===== src/dqds_pkg.sv =====
// Package for the dual quadrature decoder with speed estimate.
// Holds widths, reset values, register indexes, the step table and lane structs.
// No dependencies.
package dqds_pkg;

  // Position counter width default and fixed field widths
  localparam int unsigned COUNT_BITS_DEF = 32;
  localparam int unsigned OUT_W          = 32;
  localparam int unsigned RATE_W         = 48;
  localparam int unsigned CPR_W          = 16;
  localparam int unsigned PERIOD_W       = 20;
  localparam int unsigned CFG_IDX_W      = 3;
  localparam int unsigned CFG_DATA_W     = 20;

  // Speed arithmetic: dividend = |delta| * 1e6 * 2^16, divisor = cpr * period_us
  localparam int unsigned     US_PER_S_W = 20;
  localparam logic [US_PER_S_W-1:0] US_PER_S = 20'd1000000;
  localparam int unsigned     FRAC_BITS  = 16;
  localparam int unsigned     DEN_W      = CPR_W + PERIOD_W;
  localparam int unsigned     Q_W        = RATE_W + 1;

  localparam logic [RATE_W-1:0] RATE_SAT_POS = 48'h7FFF_FFFF_FFFF;
  localparam logic [RATE_W-1:0] RATE_SAT_NEG = 48'h8000_0000_0000;

  // Register reset values
  localparam logic [CPR_W-1:0]    CPR_RESET    = 16'd1;
  localparam logic [PERIOD_W-1:0] PERIOD_RESET = 20'd1000;

  // Register indexes
  localparam logic [CFG_IDX_W-1:0] REG_INVERT_LEFT  = 3'd0;
  localparam logic [CFG_IDX_W-1:0] REG_INVERT_RIGHT = 3'd1;
  localparam logic [CFG_IDX_W-1:0] REG_CPR_LEFT     = 3'd2;
  localparam logic [CFG_IDX_W-1:0] REG_CPR_RIGHT    = 3'd3;
  localparam logic [CFG_IDX_W-1:0] REG_PERIOD_US    = 3'd4;

  // x4 decode: index {previous AB, new AB}, step +1, -1 or 0
  localparam logic signed [1:0] STEP_TABLE [16] = '{
     2'sd0, -2'sd1,  2'sd1,  2'sd0,
     2'sd1,  2'sd0,  2'sd0, -2'sd1,
    -2'sd1,  2'sd0,  2'sd0,  2'sd1,
     2'sd0,  2'sd1, -2'sd1,  2'sd0
  };

  // Per-lane configuration
  typedef struct packed {
    logic                invert;
    logic [CPR_W-1:0]    cpr;
    logic [PERIOD_W-1:0] period_us;
  } lane_cfg_t;

  // Per-item control from the top level to each lane
  typedef struct packed {
    logic sample;
    logic tick;
    logic primed;
  } lane_ctrl_t;

  // Lane status back to the top level
  typedef struct packed {
    logic busy;
  } lane_stat_t;

endpackage


===== src/dqds_lane.sv =====
// One decoder lane: x4 step decode, wrapping position, tick delta and
// serial speed computation (shift-add multiply, restoring divide). Uses dqds_pkg.
module dqds_lane import dqds_pkg::*; #(
  parameter int unsigned COUNT_BITS = COUNT_BITS_DEF
) (
  input  logic              clk_i,
  input  logic              rst_ni,
  input  lane_cfg_t         cfg_i,
  input  lane_ctrl_t        ctrl_i,
  input  logic [1:0]        ab_i,
  output lane_stat_t        stat_o,
  output logic [OUT_W-1:0]  count_o,
  output logic [OUT_W-1:0]  delta_o,
  output logic [RATE_W-1:0] rate_o
);

  localparam int unsigned PROD_W    = COUNT_BITS + US_PER_S_W;
  localparam int unsigned NUM_W     = PROD_W + FRAC_BITS;
  localparam int unsigned MUL_CNT_W = $clog2(US_PER_S_W);
  localparam int unsigned DIV_CNT_W = $clog2(NUM_W);
  localparam logic [MUL_CNT_W-1:0] MUL_LAST = MUL_CNT_W'(US_PER_S_W - 1);
  localparam logic [DIV_CNT_W-1:0] DIV_LAST = DIV_CNT_W'(NUM_W - 1);

  typedef enum logic [4:0] {
    L_IDLE = 5'b00001,
    L_MAG  = 5'b00010,
    L_MUL  = 5'b00100,
    L_DIV  = 5'b01000,
    L_FIN  = 5'b10000
  } lane_state_e;

  lane_state_e            state_q, state_d;
  logic [1:0]             prev_ab_q, prev_ab_d;
  logic [COUNT_BITS-1:0]  pos_q, pos_d;
  logic [COUNT_BITS-1:0]  last_q, last_d;
  logic [COUNT_BITS-1:0]  delta_q, delta_d;
  logic [RATE_W-1:0]      rate_q, rate_d;
  logic [MUL_CNT_W-1:0]   mul_cnt_q, mul_cnt_d;
  logic [DIV_CNT_W-1:0]   div_cnt_q, div_cnt_d;
  logic                   neg_q, neg_d;
  logic [COUNT_BITS-1:0]  mag_q, mag_d;
  logic [DEN_W-1:0]       den_q, den_d;
  logic [PROD_W-1:0]      acc_q, acc_d;
  logic [NUM_W-1:0]       num_q, num_d;
  logic [DEN_W-1:0]       rem_q, rem_d;
  logic [Q_W-1:0]         quo_q, quo_d;
  logic                   over_q, over_d;

  logic signed [1:0]      step;
  logic [CPR_W-1:0]       cpr_eff;
  logic [DEN_W:0]         rem_sh;
  logic                   rem_ge;
  logic [DEN_W:0]         rem_sub;
  logic [Q_W-1:0]         quo_sh;
  logic [RATE_W-1:0]      sat_lim;
  logic [RATE_W-1:0]      mag_rate;

  // Step decode and position update
  always_comb begin
    step = STEP_TABLE[{prev_ab_q, ab_i}];
    if (cfg_i.invert) begin
      step = -step;
    end
    pos_d     = pos_q;
    prev_ab_d = prev_ab_q;
    if (ctrl_i.sample) begin
      prev_ab_d = ab_i;
      if (ctrl_i.primed) begin
        pos_d = pos_q + {{(COUNT_BITS-2){step[1]}}, step};
      end
    end
  end

  // Division datapath
  assign cpr_eff = (cfg_i.cpr == '0) ? CPR_W'(1) : cfg_i.cpr;
  assign rem_sh  = {rem_q, num_q[NUM_W-1]};
  assign rem_ge  = (rem_sh >= {1'b0, den_q});
  assign rem_sub = rem_sh - {1'b0, den_q};
  assign quo_sh  = {quo_q[Q_W-2:0], rem_ge};

  // Saturation of the final quotient
  always_comb begin
    sat_lim = neg_q ? RATE_SAT_NEG : RATE_SAT_POS;
    if (over_q || (quo_q > {1'b0, sat_lim})) begin
      mag_rate = sat_lim;
    end else begin
      mag_rate = quo_q[RATE_W-1:0];
    end
  end

  // Speed sequencer
  always_comb begin
    state_d   = state_q;
    last_d    = last_q;
    delta_d   = delta_q;
    rate_d    = rate_q;
    mul_cnt_d = mul_cnt_q;
    div_cnt_d = div_cnt_q;
    neg_d     = neg_q;
    mag_d     = mag_q;
    den_d     = den_q;
    acc_d     = acc_q;
    num_d     = num_q;
    rem_d     = rem_q;
    quo_d     = quo_q;
    over_d    = over_q;
    unique case (state_q)
      L_IDLE: begin
        if (ctrl_i.tick) begin
          delta_d = pos_q - last_q;
          last_d  = pos_q;
          state_d = L_MAG;
        end
      end
      L_MAG: begin
        neg_d     = delta_q[COUNT_BITS-1];
        mag_d     = delta_q[COUNT_BITS-1] ? -delta_q : delta_q;
        den_d     = DEN_W'(cpr_eff) * DEN_W'(cfg_i.period_us);
        acc_d     = '0;
        rem_d     = '0;
        quo_d     = '0;
        over_d    = 1'b0;
        mul_cnt_d = MUL_LAST;
        state_d   = L_MUL;
      end
      L_MUL: begin
        // MSB-first shift-add by the constant 1e6
        acc_d = {acc_q[PROD_W-2:0], 1'b0} +
                (US_PER_S[mul_cnt_q] ? PROD_W'(mag_q) : '0);
        mul_cnt_d = mul_cnt_q - 1'b1;
        if (mul_cnt_q == '0) begin
          num_d     = {acc_d, {FRAC_BITS{1'b0}}};
          div_cnt_d = DIV_LAST;
          state_d   = L_DIV;
        end
      end
      L_DIV: begin
        // one quotient bit per cycle; sticky flag once past the negative limit
        rem_d     = rem_ge ? rem_sub[DEN_W-1:0] : rem_sh[DEN_W-1:0];
        quo_d     = quo_sh;
        over_d    = over_q | (quo_sh > {1'b0, RATE_SAT_NEG});
        num_d     = {num_q[NUM_W-2:0], 1'b0};
        div_cnt_d = div_cnt_q - 1'b1;
        if (div_cnt_q == '0) begin
          state_d = L_FIN;
        end
      end
      L_FIN: begin
        rate_d  = neg_q ? -mag_rate : mag_rate;
        state_d = L_IDLE;
      end
      default: begin
        state_d = L_IDLE;
      end
    endcase
  end

  // Control and architectural state
  always_ff @(posedge clk_i or negedge rst_ni) begin
    if (!rst_ni) begin
      state_q   <= L_IDLE;
      prev_ab_q <= '0;
      pos_q     <= '0;
      last_q    <= '0;
      delta_q   <= '0;
      rate_q    <= '0;
      mul_cnt_q <= '0;
      div_cnt_q <= '0;
    end else begin
      state_q   <= state_d;
      prev_ab_q <= prev_ab_d;
      pos_q     <= pos_d;
      last_q    <= last_d;
      delta_q   <= delta_d;
      rate_q    <= rate_d;
      mul_cnt_q <= mul_cnt_d;
      div_cnt_q <= div_cnt_d;
    end
  end

  // Arithmetic working registers
  always_ff @(posedge clk_i) begin
    neg_q  <= neg_d;
    mag_q  <= mag_d;
    den_q  <= den_d;
    acc_q  <= acc_d;
    num_q  <= num_d;
    rem_q  <= rem_d;
    quo_q  <= quo_d;
    over_q <= over_d;
  end

  // Position and delta as 32-bit results
  generate
    if (COUNT_BITS >= OUT_W) begin : g_trunc
      assign count_o = pos_d[OUT_W-1:0];
      assign delta_o = delta_q[OUT_W-1:0];
    end else begin : g_sext
      assign count_o = {{(OUT_W-COUNT_BITS){pos_d[COUNT_BITS-1]}}, pos_d};
      assign delta_o = {{(OUT_W-COUNT_BITS){delta_q[COUNT_BITS-1]}}, delta_q};
    end
  endgenerate

  assign rate_o      = rate_q;
  assign stat_o.busy = (state_q != L_IDLE);

endmodule


===== src/dual_quadrature_decoder_speed.sv =====
// Top level of the dual quadrature decoder with speed estimate.
// Instantiates two dqds_lane decoders and merges their results into one
// output register. Uses dqds_pkg.
//
// Usage:
//   Input stream: tuser = 0 is a pin sample (tdata bits 0..3 = left A, left B,
//   right A, right B), tuser = 1 is a speed tick. Every item gives exactly one
//   result item carrying both counts, the last latched deltas and speeds,
//   with tuser set when the item was a tick that latched new values.
//   Configuration: cfg_we_i writes register cfg_idx_i with cfg_data_i;
//   0/1 invert left/right, 2/3 counts per revolution, 4 period in us.
//   A sample, or a tick while period_us is zero, shows its result in the cycle
//   after acceptance; one such item is taken every cycle while the receiver keeps up.
//   A tick that latches runs both lanes side by side: a 20-step shift-add multiply
//   and a one-bit-a-cycle restoring divide of COUNT_BITS + 36 steps; tready stays
//   low meanwhile.
//   The first sample after reset only loads the previous pin states.
//   Reset clears positions, deltas, speeds and registers to their defaults.
//   A stalled receiver holds the result; a new item is still taken in the
//   cycle the waiting result leaves.
module dual_quadrature_decoder_speed import dqds_pkg::*; #(
  parameter int unsigned COUNT_BITS = COUNT_BITS_DEF
) (
  input  logic                  clk_i,
  input  logic                  rst_ni,
  // Input items
  input  logic                  s_axis_tvalid_i,
  output logic                  s_axis_tready_o,
  input  logic [7:0]            s_axis_tdata_i,   // left_a, left_b, right_a, right_b, 4'b0
  input  logic                  s_axis_tuser_i,   // req_type
  // Result items
  output logic                  m_axis_tvalid_o,
  input  logic                  m_axis_tready_i,
  output logic [223:0]          m_axis_tdata_o,   // left_count, right_count, left_delta,
                                                  // right_delta, left_speed, right_speed
  output logic                  m_axis_tuser_o,   // speed_valid
  // Configuration writes
  input  logic                  cfg_we_i,
  input  logic [CFG_IDX_W-1:0]  cfg_idx_i,
  input  logic [CFG_DATA_W-1:0] cfg_data_i
);

  typedef enum logic [1:0] {
    T_IDLE = 2'b01,
    T_WAIT = 2'b10
  } top_state_e;

  top_state_e          state_q, state_d;
  logic                primed_q;
  logic                inv_l_q, inv_r_q;
  logic [CPR_W-1:0]    cpr_l_q, cpr_r_q;
  logic [PERIOD_W-1:0] period_q;

  logic                out_valid_q, out_valid_d;
  logic [223:0]        out_data_q;
  logic                out_user_q;

  logic                accept;
  logic                tick_go;
  logic                sample_go;
  logic                load_now;
  logic                lanes_idle;

  lane_cfg_t           cfg_l, cfg_r;
  lane_ctrl_t          ctrl;
  lane_stat_t          stat_l, stat_r;
  logic [OUT_W-1:0]    count_l, count_r, delta_l, delta_r;
  logic [RATE_W-1:0]   rate_l, rate_r;

  // Handshake and item decode
  assign s_axis_tready_o = (state_q == T_IDLE) && (!out_valid_q || m_axis_tready_i);
  assign accept          = s_axis_tvalid_i && s_axis_tready_o;
  assign tick_go         = accept && s_axis_tuser_i && (period_q != '0);
  assign sample_go       = accept && !s_axis_tuser_i;
  assign lanes_idle      = !stat_l.busy && !stat_r.busy;
  assign load_now        = (accept && !tick_go) || ((state_q == T_WAIT) && lanes_idle);

  // Configuration registers
  always_ff @(posedge clk_i or negedge rst_ni) begin
    if (!rst_ni) begin
      inv_l_q  <= 1'b0;
      inv_r_q  <= 1'b0;
      cpr_l_q  <= CPR_RESET;
      cpr_r_q  <= CPR_RESET;
      period_q <= PERIOD_RESET;
    end else if (cfg_we_i) begin
      unique case (cfg_idx_i)
        REG_INVERT_LEFT:  inv_l_q  <= cfg_data_i[0];
        REG_INVERT_RIGHT: inv_r_q  <= cfg_data_i[0];
        REG_CPR_LEFT:     cpr_l_q  <= cfg_data_i[CPR_W-1:0];
        REG_CPR_RIGHT:    cpr_r_q  <= cfg_data_i[CPR_W-1:0];
        REG_PERIOD_US:    period_q <= cfg_data_i[PERIOD_W-1:0];
        default: begin
        end
      endcase
    end
  end

  // Lanes
  assign cfg_l       = '{invert: inv_l_q, cpr: cpr_l_q, period_us: period_q};
  assign cfg_r       = '{invert: inv_r_q, cpr: cpr_r_q, period_us: period_q};
  assign ctrl.sample = sample_go;
  assign ctrl.tick   = tick_go;
  assign ctrl.primed = primed_q;

  dqds_lane #(.COUNT_BITS(COUNT_BITS)) u_lane_left (
    .clk_i   (clk_i),
    .rst_ni  (rst_ni),
    .cfg_i   (cfg_l),
    .ctrl_i  (ctrl),
    .ab_i    ({s_axis_tdata_i[0], s_axis_tdata_i[1]}),
    .stat_o  (stat_l),
    .count_o (count_l),
    .delta_o (delta_l),
    .rate_o  (rate_l)
  );

  dqds_lane #(.COUNT_BITS(COUNT_BITS)) u_lane_right (
    .clk_i   (clk_i),
    .rst_ni  (rst_ni),
    .cfg_i   (cfg_r),
    .ctrl_i  (ctrl),
    .ab_i    ({s_axis_tdata_i[2], s_axis_tdata_i[3]}),
    .stat_o  (stat_r),
    .count_o (count_r),
    .delta_o (delta_r),
    .rate_o  (rate_r)
  );

  // Tick sequencing
  always_comb begin
    state_d = state_q;
    unique case (state_q)
      T_IDLE: if (tick_go) state_d = T_WAIT;
      T_WAIT: if (lanes_idle) state_d = T_IDLE;
      default: state_d = T_IDLE;
    endcase
  end

  // Output register valid
  always_comb begin
    out_valid_d = out_valid_q;
    if (load_now) begin
      out_valid_d = 1'b1;
    end else if (m_axis_tready_i) begin
      out_valid_d = 1'b0;
    end
  end

  always_ff @(posedge clk_i or negedge rst_ni) begin
    if (!rst_ni) begin
      state_q     <= T_IDLE;
      primed_q    <= 1'b0;
      out_valid_q <= 1'b0;
    end else begin
      state_q     <= state_d;
      out_valid_q <= out_valid_d;
      if (sample_go) begin
        primed_q <= 1'b1;
      end
    end
  end

  // Merge both lanes into the result item
  always_ff @(posedge clk_i) begin
    if (load_now) begin
      out_data_q <= {rate_r, rate_l, delta_r, delta_l, count_r, count_l};
      out_user_q <= (state_q == T_WAIT);
    end
  end

  assign m_axis_tvalid_o = out_valid_q;
  assign m_axis_tdata_o  = out_data_q;
  assign m_axis_tuser_o  = out_user_q;

endmodule


===== config.mk =====
export PLATFORM = sky130hd
export DESIGN_NAME = dual_quadrature_decoder_speed
export DESIGN_NICKNAME = d
export VERILOG_FILES = /design/src/dqds_pkg.sv /design/src/dqds_lane.sv /design/src/dual_quadrature_decoder_speed.sv
export SDC_FILE = /design/constraint.sdc
export NUM_CORES = 2
export LEC_CHECK = 0
export ABC_AREA = 1
export BUFFER_PORTS_ARGS = -buffer_cell sky130_fd_sc_hd__buf_2
export CAP_MARGIN = 20
export CORE_MARGIN = 1
export CORE_UTILIZATION = 25
export DETAILED_ROUTE_END_ITERATION = 16
export GPL_ROUTABILITY_DRIVEN = 1
export PLACE_DENSITY = 0.47
export SLEW_MARGIN = 40
export SYNTH_ARGS = -nofsm -noshare
export SYNTH_HDL_FRONTEND = slang
export SYNTH_SLANG_ARGS = --single-unit

===== constraint.sdc =====
create_clock -name clk_i -period 24.4 [get_ports clk_i]
set_input_delay 0 -clock clk_i [delete_from_list [all_inputs] [get_ports clk_i]]
set_output_delay 0 -clock clk_i [all_outputs]
set_load 0.005 [all_outputs]

## Word level (Yosys, flattened, before mapping)

Memories as Yosys holds them, arrays and structs flattened.
Index checks and enable logic that the tools add are counted.

| storage, ports and cells | value |
|---|---|
| flip-flop bits (word level) | 1,157 |
| bits in read-only memories | 128 |
| input port bits | 37 |
| output and inout port bits | 227 |
| logic and storage cells | 208 |
| memories kept | 4 |

Memories:

| name | words | width | read ports | clocked after Yosys merged registers in | wr ports | RTL line | source |
|---|---|---|---|---|---|---|---|
| (name not given) | 32 | 1 | 1 | 0 | 0 | dqds_lane.sv:129 | `(US_PER_S[mul_cnt_q] ? PROD_W'(mag_q) : '0);` |
| (name not given) | 16 | 2 | 1 | 0 | 0 | dqds_lane.sv:60 | `step = STEP_TABLE[{prev_ab_q, ab_i}];` |
| (name not given) | 32 | 1 | 1 | 0 | 0 | dqds_lane.sv:129 |  |
| (name not given) | 16 | 2 | 1 | 0 | 0 | dqds_lane.sv:60 |  |

| cells by class | value |
|---|---|
| add/sub/neg operators | 18 |
| multipliers | 2 |
| $lt $le $gt $ge | 10 |
| equality and inequality tests | 26 |
| multiplexer cells | 56 |
| bitwise gates (word level) | 4 |
| reduce and logical (&&, ||, !) cells | 44 |

Operator list:

| kind | count |
|---|---|
| 48-bit two-way mux | 6 |
| 68-bit case mux with 2 select lines | 2 |
| 51-bit case mux with 2 select lines | 2 |
| 49-bit case mux with 2 select lines | 2 |
| 32-bit two-way mux | 6 |
| 36-bit case mux with 2 select lines | 2 |
| 68-bit two-way mux | 2 |
| 52-bit by 32-bit adder with 52-bit output | 2 |
| 49-bit by 48-bit greater-than comparator with 1-bit output | 2 |
| 49-bit by 48-bit greater-than comparator with 1-bit output (second input constant) | 2 |
| 48-bit negation | 2 |
| 37-bit by 36-bit greater-or-equal comparator with 1-bit output | 2 |
| 16-bit by 20-bit multiplier with 36-bit output | 2 |
| 36-bit two-way mux | 2 |
| 36-bit subtractor | 2 |
| 32-bit adder | 2 |
| 32-bit negation | 2 |
| 32-bit subtractor | 2 |
| 31-bit two-way mux | 2 |
| 5-bit case mux with 4 select lines | 2 |
| 16-bit logical NOT | 2 |
| 16-bit two-way mux | 2 |
| 7-bit case mux with 2 select lines | 2 |
| 5-bit two-way mux | 5 |
| other kinds (36) | 101 |

## Logic depth before layout (Yosys ltp)

| logic depth | value |
|---|---|
| depth in word-level cells | 10 |
| depth in mapped cells | 30 |
| mapped depth without buffers | 28 |

## Cells and area by module

A second synthesis with hierarchy kept.

| unflattened totals | value |
|---|---|
| cells, all modules | 10,032 |
| area total of the unflattened synthesis | 85,308.1 sq um |

By module, submodules not included:

| module | times used | cells an instance | area each (sq um) | sequential area each (sq um) |
|---|---|---|---|---|
| dqds_lane (u_lane_left) | 1 | 4,820 | 38,092.8 | 11,827.6 |
| dqds_lane (u_lane_right) | 1 | 4,754 | 37,895.1 | 11,827.6 |
| dual_quadrature_decoder_speed | 1 | 458 | 9,320.2 | 8,219.1 |

## Worst setup path after synthesis

No wires, ideal clock.

| timing | value |
|---|---|
| path kind | register -> register |
| from | reg u_lane_left.state_q[0] |
| to | reg out_valid_q, in the netlist m_axis_tvalid_o |
| library setup time | 0.168 ns |
| arrival time | 17.889 ns |
| required time | 24.232 ns |
| path slack | 6.343 ns |
| cell stages (with the launch flop) | 6 |
| path buffers | 0 |
| clock period less this slack | 18.057 ns |
| cells stage by stage | dfstp_2 -> nand4_1 -> inv_1 -> nand2_1 -> o21ai_0 -> or2_2 |

| between the ends | value |
|---|---|
| cells in the longest elaborated chain, start to end | 6 |
| elaborated cells on any way between the ends | 7 |
| classes of those cells | 1 x eq/ne; 1 x mux; 5 x reduce/logical |

Ends and longest elaborated chain:

| element | RTL line | source |
|---|---|---|
| start, declared | dqds_lane.sv:32 | `lane_state_e state_q, state_d;` |
| start signal, assigned | dqds_lane.sv:170 | `state_q <= state_d;` |
| 5-bit by 1-bit != test with 1-bit output (*) | dqds_lane.sv:205 | `assign stat_o.busy = (state_q != L_IDLE);` |
| 1-bit logical NOT (*) | dual_quadrature_decoder_speed.sv:75 | `assign lanes_idle = !stat_l.busy && !stat_r.busy;` |
| 1-bit logical AND (*) | dual_quadrature_decoder_speed.sv:75 |  |
| 1-bit logical AND (*) | dual_quadrature_decoder_speed.sv:76 | `assign load_now = (accept && !tick_go) \|\| ((state_q == T_WAIT) && lanes_idle);` |
| 1-bit logical OR (*) | dual_quadrature_decoder_speed.sv:76 |  |
| net load_now | dual_quadrature_decoder_speed.sv:61 | `logic load_now;` |
| 1-bit two-way mux or 2-bit nonzero test (tied branches) | n/a |  |
| end signal, assigned | dual_quadrature_decoder_speed.sv:157 | `out_valid_q <= out_valid_d;` |
| end, declared | dual_quadrature_decoder_speed.sv:54 | `logic out_valid_q, out_valid_d;` |

Mark *: on every way through the listed nets, which the timed path passes. The rest lies on a longest branch.
A chain may end at the register's enable or synchronous reset.

## Worst setup path after layout

| timing | value |
|---|---|
| from | reg period_q[6] |
| to | reg u_lane_left.den_q[32] (data pin) |

| between the ends | value |
|---|---|
| cells in the longest elaborated chain, start to end | 1 |

Ends and longest elaborated chain:

| element | RTL line | source |
|---|---|---|
| start, declared | dual_quadrature_decoder_speed.sv:52 | `logic [PERIOD_W-1:0] period_q;` |
| start signal, assigned | dual_quadrature_decoder_speed.sv:92 | `REG_PERIOD_US: period_q <= cfg_data_i[PERIOD_W-1:0];` |
| 16-bit by 20-bit multiplier with 36-bit output | dqds_lane.sv:118 | `den_d = DEN_W'(cpr_eff) * DEN_W'(cfg_i.period_us);` |
| end signal, assigned | dqds_lane.sv:185 | `den_q <= den_d;` |
| end, declared | dqds_lane.sv:42 | `logic [DEN_W-1:0] den_q, den_d;` |

No other way between the ends.

==> summary.txt <==
Outcome
  – Outcome: complete, no violations

Synth
  – Syn Inst Count: about 10000
  – Synth Area in Compound Gates: 0.09793
  – Main combinational cell family by area after synthesis: adder cells
  – Yosys warning count: 0
  – Synth top area share: 0.2609
  – Mux cell area share after synthesis: 0.004063
  – Syn nets: 11220
  – Mapped Avg Cell Area: about 8.5 um2
  – EDFF count, synth: approximately 740
  – Flops & latches, synth: about 1100
  – XOR/XNOR Fraction of Synth Area: 0.03748
  – Register area share after synthesis: 0.3737
  – Synth Flop Type: edfxtp_1
  – Yosys top cell by area: edfxtp_1
  – Cell area after synthesis: roughly 85000 um2
  – Cell variety after synth: 75
  – Async SR Flop Fraction: 0.3413
  – Adder-cell area share of the yosys netlist: 0.2064
  – Largest cells by area after synthesis: edfxtp_1 (26%), fa_1 (12%), dfrtp_1 (11%)
  – Post-Synth Simple-Gate Area: 0.1810

Critical path
  – CP delay by family, top: adder cells
  – Slowest stage delay, CP: 0.83 ns
  – Slowest-stage cell, CP: dfstp_2
  – Worst r2r path cells: 24
  – Worst path required time: about 25 ns
  – End of the worst register-to-register path: u_lane_left.den_q[32]$_DFFE_PP_
  – Worst path cell trace: buf_4 -> nand2_1 -> inv_1 -> fa_1 -> inv_1 -> fa_1 -> fa_1 -> fa_1 -> inv_1 -> fa_1 -> inv_1 -> fa_1 -> inv_1 -> ha_1 -> a21oi_1 -> inv_1 -> a21oi_1 -> o21ai_0 -> a21boi_0 -> o21ai_0 -> a21boi_0 -> nor2_1 -> nor2_1 -> xor2_1
  – FF-to-FF setup slack: ~17 ns
  – Buf+Inv Stages, Crit Path: 7
  – CP max FO: 20
  – Startpoint Class: register
  – Worst Path Arrival: slightly below 8 ns
  – Crit Path Class: reg -> reg
  – Reg2reg start: period_q[6]$_DFFE_PN1P_
  – Endpoint class of the critical path: register

STA
  – Achievable frequency: 0.1390 GHz
  – Setup Viol. Count Final: 0
  – Clock Skews: 0.05870 ns
  – Max Slew Vio Count: 0
  – Tcrit/Tclk final: 0.2949
  – Post-layout min period: 7.197 ns
  – Final hold violations: 0
  – Relative slew slack: 0.4176
  – RSZ-0062 raised after global routing: false
  – Final setup TNS: 0 ns
  – Slew @ Worst Pin: 0.8736 ns
  – Final WS setup: between 15 and 20 ns

Global route
  – Grt total ovfl: 0
  – Vias in the first global route: approximately 65000
  – Initial antenna violation count: 6
  – Pin count of the biggest net entering global routing: 94
  – First-pass GRT wire length: approximately 380000 um
  – Gr usage total: 0.1380

Clocking
  – Clock buffer count from CTS: 145
  – Worst-skew pair later-pin latency: between 0.8 and 0.9 ns
  – Clk root buf: clkbuf_16
  – Resized Gates After CTS: 0
  – Max Buffers Root-to-Sink: 4
  – TritonCTS clock tree: built
  – H-tree levels: 4
  – Sinks on the clock net: approximately 1100
  – Clock-pin slew on the worst setup and hold paths: 0.06 ns

Placement
  – IO Port Bufs: 259
  – Post-Place Setup Slack: ~17 ns
  – HPWL after detailed placement: between 150000 and 200000 um
  – Placer Congestion: between 0.8 and 0.9

Min path
  – Min-Delay Endpoint: period_q[6]$_DFFE_PN1P_
  – Worst hold path depth: 4
  – Hold wc startpoint: cfg_data_i[6]
  – Worst hold path class: in -> reg

Power and ir drop
  – Sw frac: 0.4853
  – Switching pwr: approximately 0.007 W
  – Sequential Power Share: 0.225
  – Internal: 0.007403 W
  – Power share of the combinational group: 0.622
  – Worst vdd ir: 0.1766 mV
  – PwrDens: between 100 and 150 nW/um2
  – Lkg Pwr: 46.25 nW
  – Clk pwr share: 0.153

Final layout
  – Number of fill cells in the layout: between 30000 and 40000
  – Share of cells above drive strength 1: 0.06962
  – Leading cell types in the layout, fill and taps excluded: nand2_1 (2214), inv_1 (1886), nor2_1 (783)
  – Most common cell after layout, fill and taps aside: nand2_1
  – Final net count: between 10000 and 15000
  – Area delta synth->final: 14.16%

Detailed routing
  – Residual DRC: 0
  – Drt wl/cell: 15.91 um
  – Detailed-route via count: about 65000
  – DR iter-0 viols: between 3000 and 4000
  – Routed vias/inst: between 4 and 5
  – Post-DRT Antenna Nets: 0
  – Wirelength, routed: approximately 240000 um
  – First drt pass iteration count: 6

Die
  – Chip Width: approximately 590 um
  – IO Count: ~260
  – Die area: about 340000 um2
  – Die H: roughly 590 um
  – Core footprint: roughly 340000 um2
  – FP Rows: around 210
  – Initial Utilization: 0.2512

Job
  – Maxcap violations: 0
cells in the mapped netlist, drive strengths merged, types with 4 or more instances:
cell type / instances
xnor2: 171
o221ai: 8
o31ai: 18
nor2: 801
o21bai: 17
inv: 1897
mux2i: 29
nand3: 396
a211oi: 4
a211o: 4
and2: 6
fa: 508
dfstp: 11
a31oi: 80
a22oi: 5
mux2: 5
ha: 594
o211ai: 42
dfrtp: 373
o22ai: 4
nor3: 79
nor4: 57
nand4: 102
nand2: 2224
o311ai: 6
edfxtp: 741
o21a: 37
or2: 28
buf: 85
clkinv: 6
a21boi: 21
a21oi: 527
clkbuf: 241
nand3b: 21
o2111ai: 5
xor2: 194
o21ai: 667
and3: 7
a21o: 25
a221oi: 13
cell type report:
type	instances	area (um2)	share of cell area
Antenna cell	4	10.01	0.0001028
Clock buffer	202	4143	0.04254
Clock inverter	61	673.1	0.006913
Inverter	1903	7144	0.07337
Multi-Input combinational cell	6731	45040	0.4625
Sequential cell	1125	31890	0.3275
Tap cell	4536	5675	0.05828
Timing Repair Buffer	421	2799	0.02874
kinds of logic after synthesis:
group                      Yosys count
AOI/OAI and AO/OA                 1501
xor gates and xnor gates           365
adders and majority gates         1102
buffers and inverters             2229
DFF                               1125
muxes                               34
and+or+nand+nor                   3729
worst max path at each step:
stage | start | end | slack, ns | depth (start not counted)
5_1_grt | period_q[7]$_DFFE_PN1P_ | u_lane_left.den_q[34]$_DFFE_PP_ | 16.79 | 24
3_5_place_dp | period_q[7]$_DFFE_PN1P_ | u_lane_left.den_q[34]$_DFFE_PP_ | 17.21 | 24
6_report | period_q[6]$_DFFE_PN1P_ | u_lane_left.den_q[32]$_DFFE_PP_ | 17.20 | 24
2_1_floorplan | u_lane_left.state_q[0]$_DFFE_PN1P_ | m_axis_tvalid_o$_DFFE_PN0P_ | 6.34 | 5
4_1_cts | period_q[7]$_DFFE_PN1P_ | u_lane_left.den_q[34]$_DFFE_PP_ | 17.19 | 24
3_3_place_gp | period_q[7]$_DFFE_PN1P_ | u_lane_left.den_q[34]$_DFFE_PP_ | 17.21 | 24
registers in the layout (all words and copies together), names as in the netlist, 48 cells and up:
register and flops:
u_lane_right.acc_q 51, u_lane_right.quo_q 49, u_lane_right.rate_o 48, m_axis_tdata_o 224, u_lane_left.acc_q 51, u_lane_left.quo_q 49, u_lane_left.rate_o 48, u_lane_left.num_q 52
u_lane_right.num_q 52
metal layers:
metal  part of all wire  vias to the layer above  global-route usage  wire [um]
met2               0.45                     1037              0.2266     108300
met3              0.034                      266             0.01522       8001
li1                   -                    32900                   -          -
met5                  0                        -                   0          0
met1               0.49                    30770              0.1942     116900
met4              0.021                        0             0.03055       5114
worst register-to-register path, stage by stage, from the launching register on:
cell and delay (ns):
dfstp_2 0.83, buf_4 0.39, nand2_1 0.11, inv_1 0.09, fa_1 0.42, inv_1 0.11, fa_1 0.41, fa_1 0.49
fa_1 0.49, inv_1 0.05, fa_1 0.52, inv_1 0.05, fa_1 0.52, inv_1 0.04, ha_1 0.34, a21oi_1 0.16
inv_1 0.08, a21oi_1 0.28, o21ai_0 0.22, a21boi_0 0.45, o21ai_0 0.23, a21boi_0 0.35, nor2_1 0.08, nor2_1 0.13
xor2_1 0.09
power groups by stage:
| stage | clock network, W | registers, W | logic [W] |
|---|---|---|---|
| 2_1_floorplan | 0 | 0.00312 | 0.00672 |
| 3_3_place_gp | 0 | 0.00328 | 0.00901 |
| 3_5_place_dp | 0 | 0.00328 | 0.00898 |
| 4_1_cts | 0.00228 | 0.00325 | 0.00907 |
| 5_1_grt | 0.00235 | 0.00329 | 0.0103 |
| 6_report | 0.00220 | 0.00324 | 0.00895 |
per-stage QoR:
| stage | utilization | area [um2] | power [W] | cells | hold slack, ns |
|---|---|---|---|---|---|
| after floorplan | - | 85300 | 0.009841 | 10090 | -0.2956 |
| after global placement | 0.2702 | 91740 | 0.01228 | 14650 | 0.05256 |
| after detailed placement | 0.2704 | 91810 | 0.01226 | 14650 | 0.04667 |
| after CTS | 0.2865 | 97290 | 0.01460 | 14980 | 0.01289 |
| after global routing | 0.2868 | 97370 | 0.01598 | 14980 | 0.07279 |
| final | 0.2868 | 97380 | 0.01438 | 14980 | 0.08958 |
repair_timing:
| action | 4_1_cts | 5_1_grt |
|---|---|---|
| endpoints found under the hold margin | 255 | 0 |
| buffers inserted | 0 | 0 |
| hold buffers | 64 | 0 |
Power figures use the tool's default switching activity.
